`src/sv/i2cm_pkg.sv`:
```
// Package for the I2C register-access master: request/result payload
// types, bus sequencer state type, phase and header-step codes.
// No dependencies; used by every module of the block.
package i2cm_pkg;

  // Width of the per-phase tick counter
  localparam int unsigned TickCountWidth = 16;
  // Width of the half-period register
  localparam int unsigned HalfWidth      = 16;
  localparam int unsigned DevAddrWidth   = 7;
  localparam int unsigned CfgIdxWidth    = 1;
  localparam int unsigned CfgDataWidth   = 16;
  // Phase-length compare width: covers both the register and the cap
  localparam int unsigned LimWidth =
      ((TickCountWidth > HalfWidth) ? TickCountWidth : HalfWidth) + 1;

  localparam logic [DevAddrWidth-1:0] DevAddrReset = 7'h48;
  localparam logic [HalfWidth-1:0]    HalfReset    = 16'd10;

  // Configuration register indexes
  localparam logic [CfgIdxWidth-1:0] CfgDevAddr    = 1'b0;
  localparam logic [CfgIdxWidth-1:0] CfgHalfPeriod = 1'b1;

  typedef enum logic [3:0] {
    PH_IDLE,
    PH_STA_HI,
    PH_STA_FALL,
    PH_TX_LO,
    PH_TX_HI,
    PH_TXACK_LO,
    PH_TXACK_HI,
    PH_RX_LO,
    PH_RX_HI,
    PH_RXACK_LO,
    PH_RXACK_HI,
    PH_STOP_LO,
    PH_STOP_HI,
    PH_STOP_REL
  } phase_e;

  typedef enum logic [2:0] {
    HS_ADDR_W,
    HS_REG,
    HS_VALUE,
    HS_MID_STOP,
    HS_ADDR_R,
    HS_FINAL
  } hstep_e;

  typedef struct packed {
    logic       cmd_valid;
    logic       mode;
    logic [7:0] reg_addr;
    logic [7:0] write_value;
    logic [7:0] read_count;
    logic       sda_in;
  } i2cm_req_t;

  typedef struct packed {
    logic       scl_out;
    logic       sda_out;
    logic       sda_drive;
    logic       busy_res;
    logic       byte_valid;
    logic [7:0] read_byte;
    logic       byte_last;
    logic       done_res;
    logic       ack_error;
  } i2cm_res_t;

  typedef struct packed {
    phase_e                    phase;
    logic [TickCountWidth-1:0] tick_count;
    logic [3:0]                bit_index;
    hstep_e                    header_step;
    logic [7:0]                bytes_left;
    logic [7:0]                shift_reg;
    logic [7:0]                saved_reg;
    logic [7:0]                saved_value;
    logic                      saved_mode;
    logic                      error_flag;
  } i2cm_state_t;

endpackage

```
`src/sv/i2cm_step.sv`:
```
// Next-state and pin-level result logic of the I2C bus sequencer for one tick.
// Purely combinational; depends on i2cm_pkg.
module i2cm_step (
  input  i2cm_pkg::i2cm_state_t                  st_q_i,
  input  i2cm_pkg::i2cm_req_t                    req_i,
  input  logic [i2cm_pkg::DevAddrWidth-1:0]      dev_addr_i,
  input  logic [i2cm_pkg::HalfWidth-1:0]         half_ticks_i,
  output i2cm_pkg::i2cm_state_t                  st_d_o,
  output i2cm_pkg::i2cm_res_t                    res_o
);
  import i2cm_pkg::*;

  localparam logic [LimWidth-1:0] LimCap = LimWidth'(1) << TickCountWidth;

  logic [LimWidth-1:0] lim_raw;
  logic [LimWidth-1:0] limit;
  logic [LimWidth-1:0] tick_next;
  logic                tick_end;
  logic [3:0]          bit_next;
  logic [7:0]          rx_shift;
  logic [7:0]          left_next;
  logic [7:0]          addr_w;

  // Phase length: zero acts as one, capped at the counter range
  always_comb begin
    lim_raw = LimWidth'(half_ticks_i);
    if (lim_raw == '0) begin
      limit = LimWidth'(1);
    end else if (lim_raw > LimCap) begin
      limit = LimCap;
    end else begin
      limit = lim_raw;
    end
    tick_next = LimWidth'(st_q_i.tick_count) + LimWidth'(1);
    tick_end  = (tick_next >= limit);
  end

  assign bit_next  = st_q_i.bit_index + 4'd1;
  assign rx_shift  = {st_q_i.shift_reg[6:0], req_i.sda_in};
  assign left_next = st_q_i.bytes_left - 8'd1;
  assign addr_w    = {dev_addr_i, 1'b0};

  always_comb begin
    st_d_o          = st_q_i;
    res_o           = '0;
    res_o.scl_out   = 1'b1;
    res_o.sda_out   = 1'b1;
    res_o.sda_drive = 1'b1;
    res_o.busy_res  = 1'b1;

    if (st_q_i.phase == PH_IDLE) begin
      // Idle: both lines driven high, a command starts a transaction
      res_o.busy_res = req_i.cmd_valid;
      if (req_i.cmd_valid) begin
        st_d_o.saved_mode  = req_i.mode;
        st_d_o.saved_reg   = req_i.reg_addr;
        st_d_o.saved_value = req_i.write_value;
        st_d_o.bytes_left  = (req_i.read_count == 8'd0) ? 8'd1 : req_i.read_count;
        st_d_o.error_flag  = 1'b0;
        st_d_o.header_step = HS_ADDR_W;
        st_d_o.tick_count  = '0;
        st_d_o.phase       = PH_STA_HI;
      end
    end else begin
      // Pin levels for the current phase
      unique case (st_q_i.phase)
        PH_STA_HI:   begin res_o.scl_out = 1'b1; res_o.sda_out = 1'b1; end
        PH_STA_FALL: begin res_o.scl_out = 1'b1; res_o.sda_out = 1'b0; end
        PH_TX_LO, PH_TX_HI: begin
          res_o.scl_out = (st_q_i.phase == PH_TX_HI);
          res_o.sda_out = st_q_i.shift_reg[3'd7 - st_q_i.bit_index[2:0]];
        end
        PH_TXACK_LO, PH_RX_LO: begin
          res_o.scl_out   = 1'b0;
          res_o.sda_drive = 1'b0;
        end
        PH_TXACK_HI, PH_RX_HI: begin
          res_o.scl_out   = 1'b1;
          res_o.sda_drive = 1'b0;
        end
        PH_RXACK_LO, PH_RXACK_HI: begin
          res_o.scl_out = (st_q_i.phase == PH_RXACK_HI);
          // NAK the last byte, ACK the others
          res_o.sda_out = (st_q_i.bytes_left <= 8'd1);
        end
        PH_STOP_LO:  begin res_o.scl_out = 1'b0; res_o.sda_out = 1'b0; end
        PH_STOP_HI:  begin res_o.scl_out = 1'b1; res_o.sda_out = 1'b0; end
        default:     begin res_o.scl_out = 1'b1; res_o.sda_out = 1'b1; end
      endcase

      if (!tick_end) begin
        st_d_o.tick_count = tick_next[TickCountWidth-1:0];
      end else begin
        st_d_o.tick_count = '0;
        // Phase transitions at the end of each phase
        unique case (st_q_i.phase)
          PH_STA_HI: st_d_o.phase = PH_STA_FALL;
          PH_STA_FALL: begin
            st_d_o.shift_reg = (st_q_i.header_step == HS_ADDR_R) ?
                               {dev_addr_i, 1'b1} : addr_w;
            st_d_o.bit_index = '0;
            st_d_o.phase     = PH_TX_LO;
          end
          PH_TX_LO: st_d_o.phase = PH_TX_HI;
          PH_TX_HI: begin
            st_d_o.bit_index = bit_next;
            st_d_o.phase     = bit_next[3] ? PH_TXACK_LO : PH_TX_LO;
          end
          PH_TXACK_LO: st_d_o.phase = PH_TXACK_HI;
          PH_TXACK_HI: begin
            if (req_i.sda_in) begin
              st_d_o.error_flag = 1'b1;
            end
            if (st_q_i.header_step == HS_ADDR_W) begin
              st_d_o.header_step = HS_REG;
              st_d_o.shift_reg   = st_q_i.saved_reg;
              st_d_o.bit_index   = '0;
              st_d_o.phase       = PH_TX_LO;
            end else if (st_q_i.header_step == HS_REG) begin
              if (st_q_i.saved_mode) begin
                st_d_o.header_step = HS_MID_STOP;
                st_d_o.phase       = PH_STOP_LO;
              end else begin
                st_d_o.header_step = HS_VALUE;
                st_d_o.shift_reg   = st_q_i.saved_value;
                st_d_o.bit_index   = '0;
                st_d_o.phase       = PH_TX_LO;
              end
            end else if (st_q_i.header_step == HS_ADDR_R) begin
              st_d_o.header_step = HS_FINAL;
              st_d_o.shift_reg   = '0;
              st_d_o.bit_index   = '0;
              st_d_o.phase       = PH_RX_LO;
            end else begin
              st_d_o.header_step = HS_FINAL;
              st_d_o.phase       = PH_STOP_LO;
            end
          end
          PH_RX_LO: st_d_o.phase = PH_RX_HI;
          PH_RX_HI: begin
            st_d_o.shift_reg = rx_shift;
            st_d_o.bit_index = bit_next;
            if (bit_next[3]) begin
              res_o.byte_valid = 1'b1;
              res_o.read_byte  = rx_shift;
              res_o.byte_last  = (st_q_i.bytes_left <= 8'd1);
              st_d_o.phase     = PH_RXACK_LO;
            end else begin
              st_d_o.phase     = PH_RX_LO;
            end
          end
          PH_RXACK_LO: st_d_o.phase = PH_RXACK_HI;
          PH_RXACK_HI: begin
            st_d_o.bytes_left = left_next;
            if (left_next == 8'd0) begin
              st_d_o.phase = PH_STOP_LO;
            end else begin
              st_d_o.shift_reg = '0;
              st_d_o.bit_index = '0;
              st_d_o.phase     = PH_RX_LO;
            end
          end
          PH_STOP_LO: st_d_o.phase = PH_STOP_HI;
          PH_STOP_HI: st_d_o.phase = PH_STOP_REL;
          default: begin
            // STOP released: a new START for a read, else finish
            if (st_q_i.header_step == HS_MID_STOP) begin
              st_d_o.header_step = HS_ADDR_R;
              st_d_o.phase       = PH_STA_HI;
            end else begin
              res_o.done_res  = 1'b1;
              res_o.ack_error = st_q_i.error_flag;
              st_d_o.phase    = PH_IDLE;
            end
          end
        endcase
      end
    end

    // Released line reads back high
    if (!res_o.sda_drive) begin
      res_o.sda_out = 1'b1;
    end
  end

endmodule

```
`src/sv/i2cm_out_buf.sv`:
```
// Result register with a skid stage, decoupling input stall from output stall.
// Depends on i2cm_pkg for the result type.
module i2cm_out_buf (
  input  logic                clk_i,
  input  logic                rst_ni,
  input  logic                in_fire_i,
  input  i2cm_pkg::i2cm_res_t res_i,
  output logic                full_o,
  output logic                out_valid_o,
  input  logic                out_stall_i,
  output i2cm_pkg::i2cm_res_t out_res_o
);
  import i2cm_pkg::*;

  logic      out_valid_q, out_valid_d;
  logic      skid_valid_q, skid_valid_d;
  i2cm_res_t out_res_q, out_res_d;
  i2cm_res_t skid_res_q, skid_res_d;
  logic      out_fire;

  assign out_fire = out_valid_q & ~out_stall_i;

  // Refill from skid, or capture the new result where there is room
  always_comb begin
    out_valid_d  = out_valid_q;
    out_res_d    = out_res_q;
    skid_valid_d = skid_valid_q;
    skid_res_d   = skid_res_q;
    if (out_fire) begin
      out_valid_d = 1'b0;
    end
    if (out_fire && skid_valid_q) begin
      out_valid_d  = 1'b1;
      out_res_d    = skid_res_q;
      skid_valid_d = 1'b0;
    end
    if (in_fire_i) begin
      if (out_valid_q && !out_fire) begin
        skid_valid_d = 1'b1;
        skid_res_d   = res_i;
      end else begin
        out_valid_d = 1'b1;
        out_res_d   = res_i;
      end
    end
  end

  always_ff @(posedge clk_i or negedge rst_ni) begin
    if (!rst_ni) begin
      out_valid_q  <= 1'b0;
      skid_valid_q <= 1'b0;
    end else begin
      out_valid_q  <= out_valid_d;
      skid_valid_q <= skid_valid_d;
    end
  end

  always_ff @(posedge clk_i) begin
    out_res_q  <= out_res_d;
    skid_res_q <= skid_res_d;
  end

  assign full_o      = skid_valid_q;
  assign out_valid_o = out_valid_q;
  assign out_res_o   = out_res_q;

endmodule

```
`src/sv/i2c_master_register_access.sv`:
```
// I2C register-access master: one tick request in, one pin-level result out.
// Each result is registered in the output stage, or in the skid stage while the output stalls.
// Throughput: one tick per cycle while in_stall_o is low; the sequencer state updates in a single pass.
// A skid stage lets one more tick in while a result waits on the output stall.
// Reset (async, active low) returns the sequencer to idle and loads the
// device address 0x48 and a half period of 10 ticks.
module i2c_master_register_access (
  input  logic                                clk_i,
  input  logic                                rst_ni,
  input  logic                                in_valid_i,
  output logic                                in_stall_o,
  input  i2cm_pkg::i2cm_req_t                 in_req_i,
  output logic                                out_valid_o,
  input  logic                                out_stall_i,
  output i2cm_pkg::i2cm_res_t                 out_res_o,
  input  logic                                cfg_we_i,
  input  logic [i2cm_pkg::CfgIdxWidth-1:0]    cfg_index_i,
  input  logic [i2cm_pkg::CfgDataWidth-1:0]   cfg_wdata_i
);
  import i2cm_pkg::*;

  logic [DevAddrWidth-1:0] dev_addr_q;
  logic [HalfWidth-1:0]    half_ticks_q;
  i2cm_state_t             st_q, st_d;
  i2cm_res_t               res;
  logic                    in_fire;
  logic                    buf_full;

  assign in_stall_o = buf_full;
  assign in_fire    = in_valid_i & ~buf_full;

  // Configuration registers
  always_ff @(posedge clk_i or negedge rst_ni) begin
    if (!rst_ni) begin
      dev_addr_q   <= DevAddrReset;
      half_ticks_q <= HalfReset;
    end else if (cfg_we_i) begin
      unique case (cfg_index_i)
        CfgDevAddr:    dev_addr_q   <= cfg_wdata_i[DevAddrWidth-1:0];
        CfgHalfPeriod: half_ticks_q <= cfg_wdata_i[HalfWidth-1:0];
        default:       ;
      endcase
    end
  end

  // Sequencer state, advanced once per accepted tick
  always_ff @(posedge clk_i or negedge rst_ni) begin
    if (!rst_ni) begin
      st_q <= '{phase: PH_IDLE, header_step: HS_ADDR_W, default: '0};
    end else if (in_fire) begin
      st_q <= st_d;
    end
  end

  i2cm_step u_step (
    .st_q_i       (st_q),
    .req_i        (in_req_i),
    .dev_addr_i   (dev_addr_q),
    .half_ticks_i (half_ticks_q),
    .st_d_o       (st_d),
    .res_o        (res)
  );

  i2cm_out_buf u_out_buf (
    .clk_i       (clk_i),
    .rst_ni      (rst_ni),
    .in_fire_i   (in_fire),
    .res_i       (res),
    .full_o      (buf_full),
    .out_valid_o (out_valid_o),
    .out_stall_i (out_stall_i),
    .out_res_o   (out_res_o)
  );

endmodule

```
`config.mk`:
```
export PLATFORM = sky130hd
export DESIGN_NAME = i2c_master_register_access
export DESIGN_NICKNAME = d
export VERILOG_FILES = /design/src/sv/i2cm_pkg.sv /design/src/sv/i2cm_step.sv /design/src/sv/i2cm_out_buf.sv /design/src/sv/i2c_master_register_access.sv
export SDC_FILE = /design/constraint.sdc
export NUM_CORES = 1
export LEC_CHECK = 0
export BUFFER_PORTS_ARGS = -buffer_cell sky130_fd_sc_hd__buf_2
export CORE_AREA = 2 2 150 152
export CTS_CLUSTER_SIZE = 28
export DETAILED_ROUTE_END_ITERATION = 8
export DIE_AREA = 0 0 152 154
export RECOVER_POWER = 100
export SETUP_SLACK_MARGIN = 0.15
export SYNTH_ARGS = -nofsm -noshare
export SYNTH_HDL_FRONTEND = slang
export SYNTH_SLANG_ARGS = --single-unit
```
`constraint.sdc`:
```
create_clock -name clk_i -period 4.9 [get_ports clk_i]
set_input_delay 0.245 -clock clk_i [delete_from_list [all_inputs] [get_ports clk_i]]
set_output_delay 0.245 -clock clk_i [all_outputs]
set_load 0.01 [all_outputs]
```
==> impl_metrics.env, run 1 <==
export IMPL_grtUsageMet2_pct=22.8
export IMPL_numCtsBuffers=17
export IMPL_area_growth_pct=18.2
export IMPL_fin_tns_setup_ns=0
export IMPL_final_cell_mix="nand2_1 (132), dfrtp_1 (82), nor2_1 (50), buf_2 (47), mux2_2 (40)"
export IMPL_die_width_um=152
export IMPL_hold_buffers=2
export IMPL_r2r_cells=14
export IMPL_routed_via_density=4.98
export IMPL_timing_reg2reg_setup_slack_ns=0.80
export IMPL_first_pass_iters=5
export IMPL_hold_path_depth=3
export IMPL_dr_first_iter_drc_count=313
export IMPL_cp_required_ns=5.20
export IMPL_detail_route_antenna_nets=0
export IMPL_pre_cts_ws_ns=1.15
export IMPL_antenna_found_initial=0
export IMPL_clockBufferDepth=2
export IMPL_post_cts_buffers=0
export IMPL_skew_ns=0.00702
export IMPL_rsz0062_at_grt="false"
export IMPL_critPathMaxFanout=17
export IMPL_hold_path_class="in2reg"
export IMPL_multi_input_area_mm2=0.00321
export IMPL_cp_top_family="simple AND/OR/NAND/NOR gates"
export IMPL_hold_violations=0
export IMPL_ir_drop_mv=0.279
export IMPL_syn_num_nets=743
export IMPL_p_leak_uw=0.00345
export IMPL_start_util_pct=29.7
export IMPL_synth_seq_cells=118
export IMPL_cts_tree="done"
export IMPL_status="finished with violations"
export IMPL_grt_pass1_wl_mm=26.4
export IMPL_routedWlPerCell_um=15.4
export IMPL_place_gp_congestion=0.850
export IMPL_syn_area_mm2=0.00644
export IMPL_min_period_over_period_pct=83.6
export IMPL_cts_sinks=118
export IMPL_tightest_slew_ns=1.66
export IMPL_clkTransAtPathRegs_ns=0.05
export IMPL_layout_cells_most_common="nand2_1"
export IMPL_arrival_ns=4.40
export IMPL_cap_violations=1
export IMPL_timing_rr_end="st_q[19]"
export IMPL_vias=5112
export IMPL_drc_errors=0
export IMPL_synth_edf_count=16
export IMPL_top_usage_layer="met2"
export IMPL_worstPathCellList="ha_1 -> nand3_1 -> nor2_1 -> nand3_1 -> nor2_1 -> xor2_1 -> ha_1 -> nand4_1 -> nor2_1 -> a41oi_1 -> nand4_1 -> nand2_4 -> nor4_2 -> mux2_2"
export IMPL_cpPeakStageDelay_ns=0.81
export IMPL_wl_mm=15.8
export IMPL_die_h_um=154
export IMPL_insertion_delay_ns=0.42
export IMPL_netlist_instances=673
export IMPL_grt_use_met3_pct=2.99
export IMPL_cp_start_kind="flop"
export IMPL_h_tree_depth=4
export IMPL_regToRegStartpoint="st_q[41]"
export IMPL_use_met1_pct=18.5
export IMPL_synthFlopType="dfrtp_1"
export IMPL_fin_nets=803
export IMPL_synth_area_per_cell_um2=9.57
export IMPL_finalWorstSetupSlack_ns=0.803
export IMPL_violations="capacitance limit, slew limit"
export IMPL_yosysWarnings=0
export IMPL_synth_seq_area_share_pct=45.9
export IMPL_slowest_stage="nor4_2"
export IMPL_end_kind="flop"
export IMPL_period_minus_slack_ns=4.10
export IMPL_maxSlewViolCount=65
export IMPL_io_buffers=66
export IMPL_diodes=0
export IMPL_powerDensity_mw_per_mm2=559
export IMPL_fillers=2198
export IMPL_fp_row_count=54
export IMPL_timing_fmax_ghz=0.244
export IMPL_whs_endpoint="st_q[15]"
export IMPL_grt_overflow=0
export IMPL_grt_use_total_pct=14.0
export IMPL_hp_start="in_req_i[22]"
export IMPL_setup_violations_final=0
export IMPL_grt_max_degree=65
export IMPL_yosysUniqueCellTypes=63
export IMPL_dp_hpwl_mm=11.2
export IMPL_path_buf_inv=0
export IMPL_critPathKind="reg2reg"
export IMPL_grt_pass1_vias=5024
export IMPL_seq_area_mm2=0.00296
export IMPL_drive_gt1_share_pct=19.8
export IMPL_relSlewSlack_pct=-10.8
export IMPL_design_core_area_mm2=0.0217
export IMPL_synthArstFlopShare_pct=72.9
export IMPL_pin_count=67
export IMPL_die_area_mm2=0.0234
export IMPL_cp_common_cell="nor2_1"
export IMPL_root_buffer="clkbuf_16"
export IMPL_cts_resized=0
## area by class of cell
cell class | count | area share [%]
Multi-Input combinational cell | 492 | 42.2
Clock buffer | 23 | 6.43
Clock inverter | 9 | 1.61
Tap cell | 280 | 4.60
Timing Repair Buffer | 76 | 4.95
Inverter | 28 | 1.38
Sequential cell | 118 | 38.8
## kinds of logic (layout without fill, tap and decap cells)
logic type | after synthesis | after routing | share of synthesized area (%)
fa+ha+maj | 21 | 21 | 4.08
xor+xnor | 12 | 12 | 1.63
compound gates | 112 | 112 | 12.4
flops | 118 | 118 | 45.9
mux | 61 | 61 | 10.6
buf+inv | 63 | 136 | 3.98
simple gates | 286 | 286 | 21.3
## stage by stage
stage | instance area (µm²) | instances | utilization, % | hold slack [ns] | total power (µW)
2_1_floorplan | 6440 | 673 | - | -0.0506 | 2590
3_3_place_gp | 7040 | 992 | 32.5 | 0.172 | 2990
3_5_place_dp | 7040 | 992 | 32.5 | 0.176 | 3010
4_1_cts | 7670 | 1026 | 35.4 | 0.000377 | 4310
5_1_grt | 7610 | 1026 | 35.1 | 0.0154 | 4570
6_report | 7610 | 1026 | 35.1 | 0.0176 | 4250
## cell usage after synthesis (all sizes together), types with 3 or more instances
master | count | area (µm²)
nand2b | 6 | 37.5
a21o | 5 | 37.5
nand4b | 3 | 26.3
o22ai | 7 | 43.8
a211oi | 3 | 22.5
o211ai | 8 | 60.1
xor2 | 8 | 70.1
a22o | 9 | 78.8
nand3 | 21 | 105
o21a | 3 | 22.5
buf | 14 | 72.6
mux2 | 40 | 450
nor2 | 50 | 188
dfxtp | 16 | 320
nor3 | 11 | 65.1
edfxtp | 16 | 480
or2 | 7 | 43.8
dfstp | 4 | 105
xnor2 | 4 | 35.0
a31o | 7 | 61.3
inv | 28 | 105
a31oi | 4 | 25.0
nand4 | 11 | 75.1
nand2 | 133 | 507
dfrtp | 82 | 2050
ha | 21 | 263
nor2b | 6 | 37.5
a222oi | 7 | 70.1
nor3b | 4 | 30.0
nor4 | 12 | 105
or4 | 5 | 37.5
mux2i | 19 | 190
clkbuf | 21 | 78.8
o31ai | 6 | 45.0
a21oi | 18 | 90.1
and2 | 9 | 56.3
o21ai | 20 | 100
## tightest hold or removal path, delay by kind of cell
kind	cells	cell delay (ns)
buffers and inverters	1	0.07
and+or+nand+nor	2	0.08
## state kept, by name, summed over array words and instances (netlist names), named ones only
name and cells:
st_q 61, u_out_buf.out_valid_o 1, u_out_buf.skid_res_q 16, half_ticks_q 16, dev_addr_q 7, u_out_buf.out_res_o 16
## report_power, final
group          total, µW  internal (µW)  switching [µW]
Clock               1280            852             432
Combinational       1350            577             770
Sequential          1620           1290             336
## routing by layer
metal | part of all wire (%) | vias up
li1 | - | 2525
met1 | 48 | 2469
met2 | 47 | 102
met3 | 3.5 | 16
met4 | 1.5 | 0
met5 | 0 | -
## how the worst max path moves through the flow
stage	startpoint	end	slack [ns]	cells past startpoint
after global routing	st_q[41]	st_q[22]	0.47	14
final	st_q[41]	st_q[19]	0.80	14
after floorplan	st_q[41]	st_q[48]	1.70	15
after global placement	st_q[41]	u_out_buf.skid_res_q[4]	1.23	14
after detailed placement	st_q[41]	u_out_buf.skid_res_q[5]	1.15	14
after CTS	st_q[41]	u_out_buf.skid_res_q[5]	1.14	14
Note: power is estimated with default switching activity, not from simulation.
==> run 2, diff against run 1 <==
Clock period 4.9 ns to 4.1 ns, I/O delays scaled along.
==> impl_metrics.env, run 2 (synthesized netlist as in run 1, its figures left out) <==
export IMPL_status="finished with violations"
export IMPL_violations="capacitance limit, slew limit"
export IMPL_detail_route_antenna_nets=0
export IMPL_tightest_slew_ns=2.73
export IMPL_total_power_uw=5050
export IMPL_routedWlPerCell_um=15.3
export IMPL_placed_cell_area_mm2=0.00707
export IMPL_cp_required_ns=4.40
export IMPL_first_pass_iters=5
export IMPL_diodes=0
export IMPL_top_register="st_q"
export IMPL_powerDensity_mw_per_mm2=650
export IMPL_critPathKind="reg2reg"
export IMPL_cts_sinks=118
export IMPL_timing_fmax_ghz=0.274
export IMPL_r2r_cells=15
export IMPL_critPathMaxFanout=17
export IMPL_hold_slack_ns=0.0226
export IMPL_fp_row_count=54
export IMPL_vias=5199
export IMPL_hold_path_depth=3
export IMPL_dp_hpwl_mm=11.2
export IMPL_antenna_found_initial=0
export IMPL_period_minus_slack_ns=3.65
export IMPL_maxSlewViolCount=74
export IMPL_timing_reg2reg_setup_slack_ns=0.45
export IMPL_die_h_um=154
export IMPL_design_core_area_mm2=0.0217
export IMPL_p_leak_uw=0.00352
export IMPL_cp_endpoint="st_q[25]"
export IMPL_numCtsBuffers=17
export IMPL_grt_pass1_vias=5049
export IMPL_hold_path_class="in2reg"
export IMPL_skew_ns=0.00956
export IMPL_critPathLaunch="st_q[41]"
export IMPL_min_period_over_period_pct=89.0
export IMPL_die_width_um=152
export IMPL_insertion_delay_ns=0.41
export IMPL_largest_reg_flops=61
export IMPL_clockBufferDepth=2
export IMPL_clkTransAtPathRegs_ns=0.06
export IMPL_end_kind="flop"
export IMPL_cts_tree="done"
export IMPL_rsz0062_at_grt="true"
export IMPL_place_gp_congestion=0.893
export IMPL_dr_first_iter_drc_count=442
export IMPL_routed_via_density=4.98
export IMPL_postLayoutCellArea_mm2=0.00778
export IMPL_drc_errors=0
export IMPL_setup_violations_final=0
export IMPL_io_buffers=66
export IMPL_grt_max_degree=48
export IMPL_ir_drop_mv=0.327
export IMPL_cp_start_kind="flop"
export IMPL_grt_overflow=0
export IMPL_root_buffer="clkbuf_16"
export IMPL_arrival_ns=3.95
export IMPL_cap_violations=2
export IMPL_wl_mm=15.9
export IMPL_final_cell_mix="nand2_1 (132), dfrtp_1 (82), nor2_1 (50), buf_2 (47), mux2_2 (40)"
export IMPL_timing_rr_end="st_q[25]"
export IMPL_fin_util_pct=35.9
export IMPL_pin_count=67
export IMPL_die_area_mm2=0.0234
export IMPL_hold_violations=0
export IMPL_h_tree_depth=4
export IMPL_grt_use_total_pct=14.3
export IMPL_layout_cells_most_common="nand2_1"
export IMPL_relSlewSlack_pct=-81.9
export IMPL_regToRegStartpoint="st_q[41]"
export IMPL_drive_gt1_share_pct=20.4
export IMPL_fin_nets=820
export IMPL_area_growth_pct=20.8
export IMPL_grt_pass1_wl_mm=26.9
export IMPL_start_util_pct=29.7
export IMPL_fin_tns_setup_ns=0
[run 2: final cells by class]
type / instances / area [µm²]
fill: 2198 / 13900
multi-input combinational: 492 / 3230
sequential: 118 / 2960
timing repair buffer: 93 / 554
clock buffer: 20 / 468
tap: 280 / 350
clock inverter: 12 / 119
inverter: 28 / 105
[run 2: critical path, cell delays in order, from the launching register on]
cell and delay, ns:
dfrtp_1 0.43, ha_1 0.28, nand3_1 0.14, nor2_1 0.21, nand3_1 0.21, nor2_1 0.18, xor2_1 0.10, ha_1 0.31
nand4_1 0.08, nor2_1 0.18, a41oi_1 0.16, nand4_2 0.21, nand2_4 0.19, nor4_4 0.23, clkbuf_2 0.26, mux2_2 0.37
[run 2: stage by stage]
step / cells / setup slack (ns)
6_report: 1043 / 0.450
5_1_grt: 1043 / 0.0777
4_1_cts: 1041 / 0.323
3_5_place_dp: 995 / 0.365
3_3_place_gp: 995 / 0.487
2_1_floorplan: 673 / 0.898
[run 2: worst min-delay path by stage]
stage | from | to | slack [ns]
after CTS | cfg_wdata_i[15] | half_ticks_q[15] | 0.006
after floorplan | rst_ni | async pin | -0.09
after global routing | in_req_i[17] | st_q[10] | 0.02
after detailed placement | rst_ni | half_ticks_q[7] | 0.28
final | in_req_i[16] | st_q[9] | 0.02
after global placement | rst_ni | half_ticks_q[7] | 0.28
[run 2: power breakdown]
part | switching, µW | internal (µW) | leakage (µW)
registers | 384 | 1540 | 0.00136
clock network | 560 | 893 | 0.000279
logic | 957 | 723 | 0.00187
[run 2: timing repair]
item,in CTS,in global routing
endpoints found under the hold margin,59,0
resized for setup,0,3
buffers inserted,0,2
hold buffers,14,0
setup endpoints to repair,0,43
[run 2: metal layers]
layer	part of all wire (%)	routed length (µm)	global-route usage, %
met2	47	7560	22.9
met1	47	7440	19.3
met4	1.6	251	4.94
met3	4.3	677	2.76
met5	0	0	0
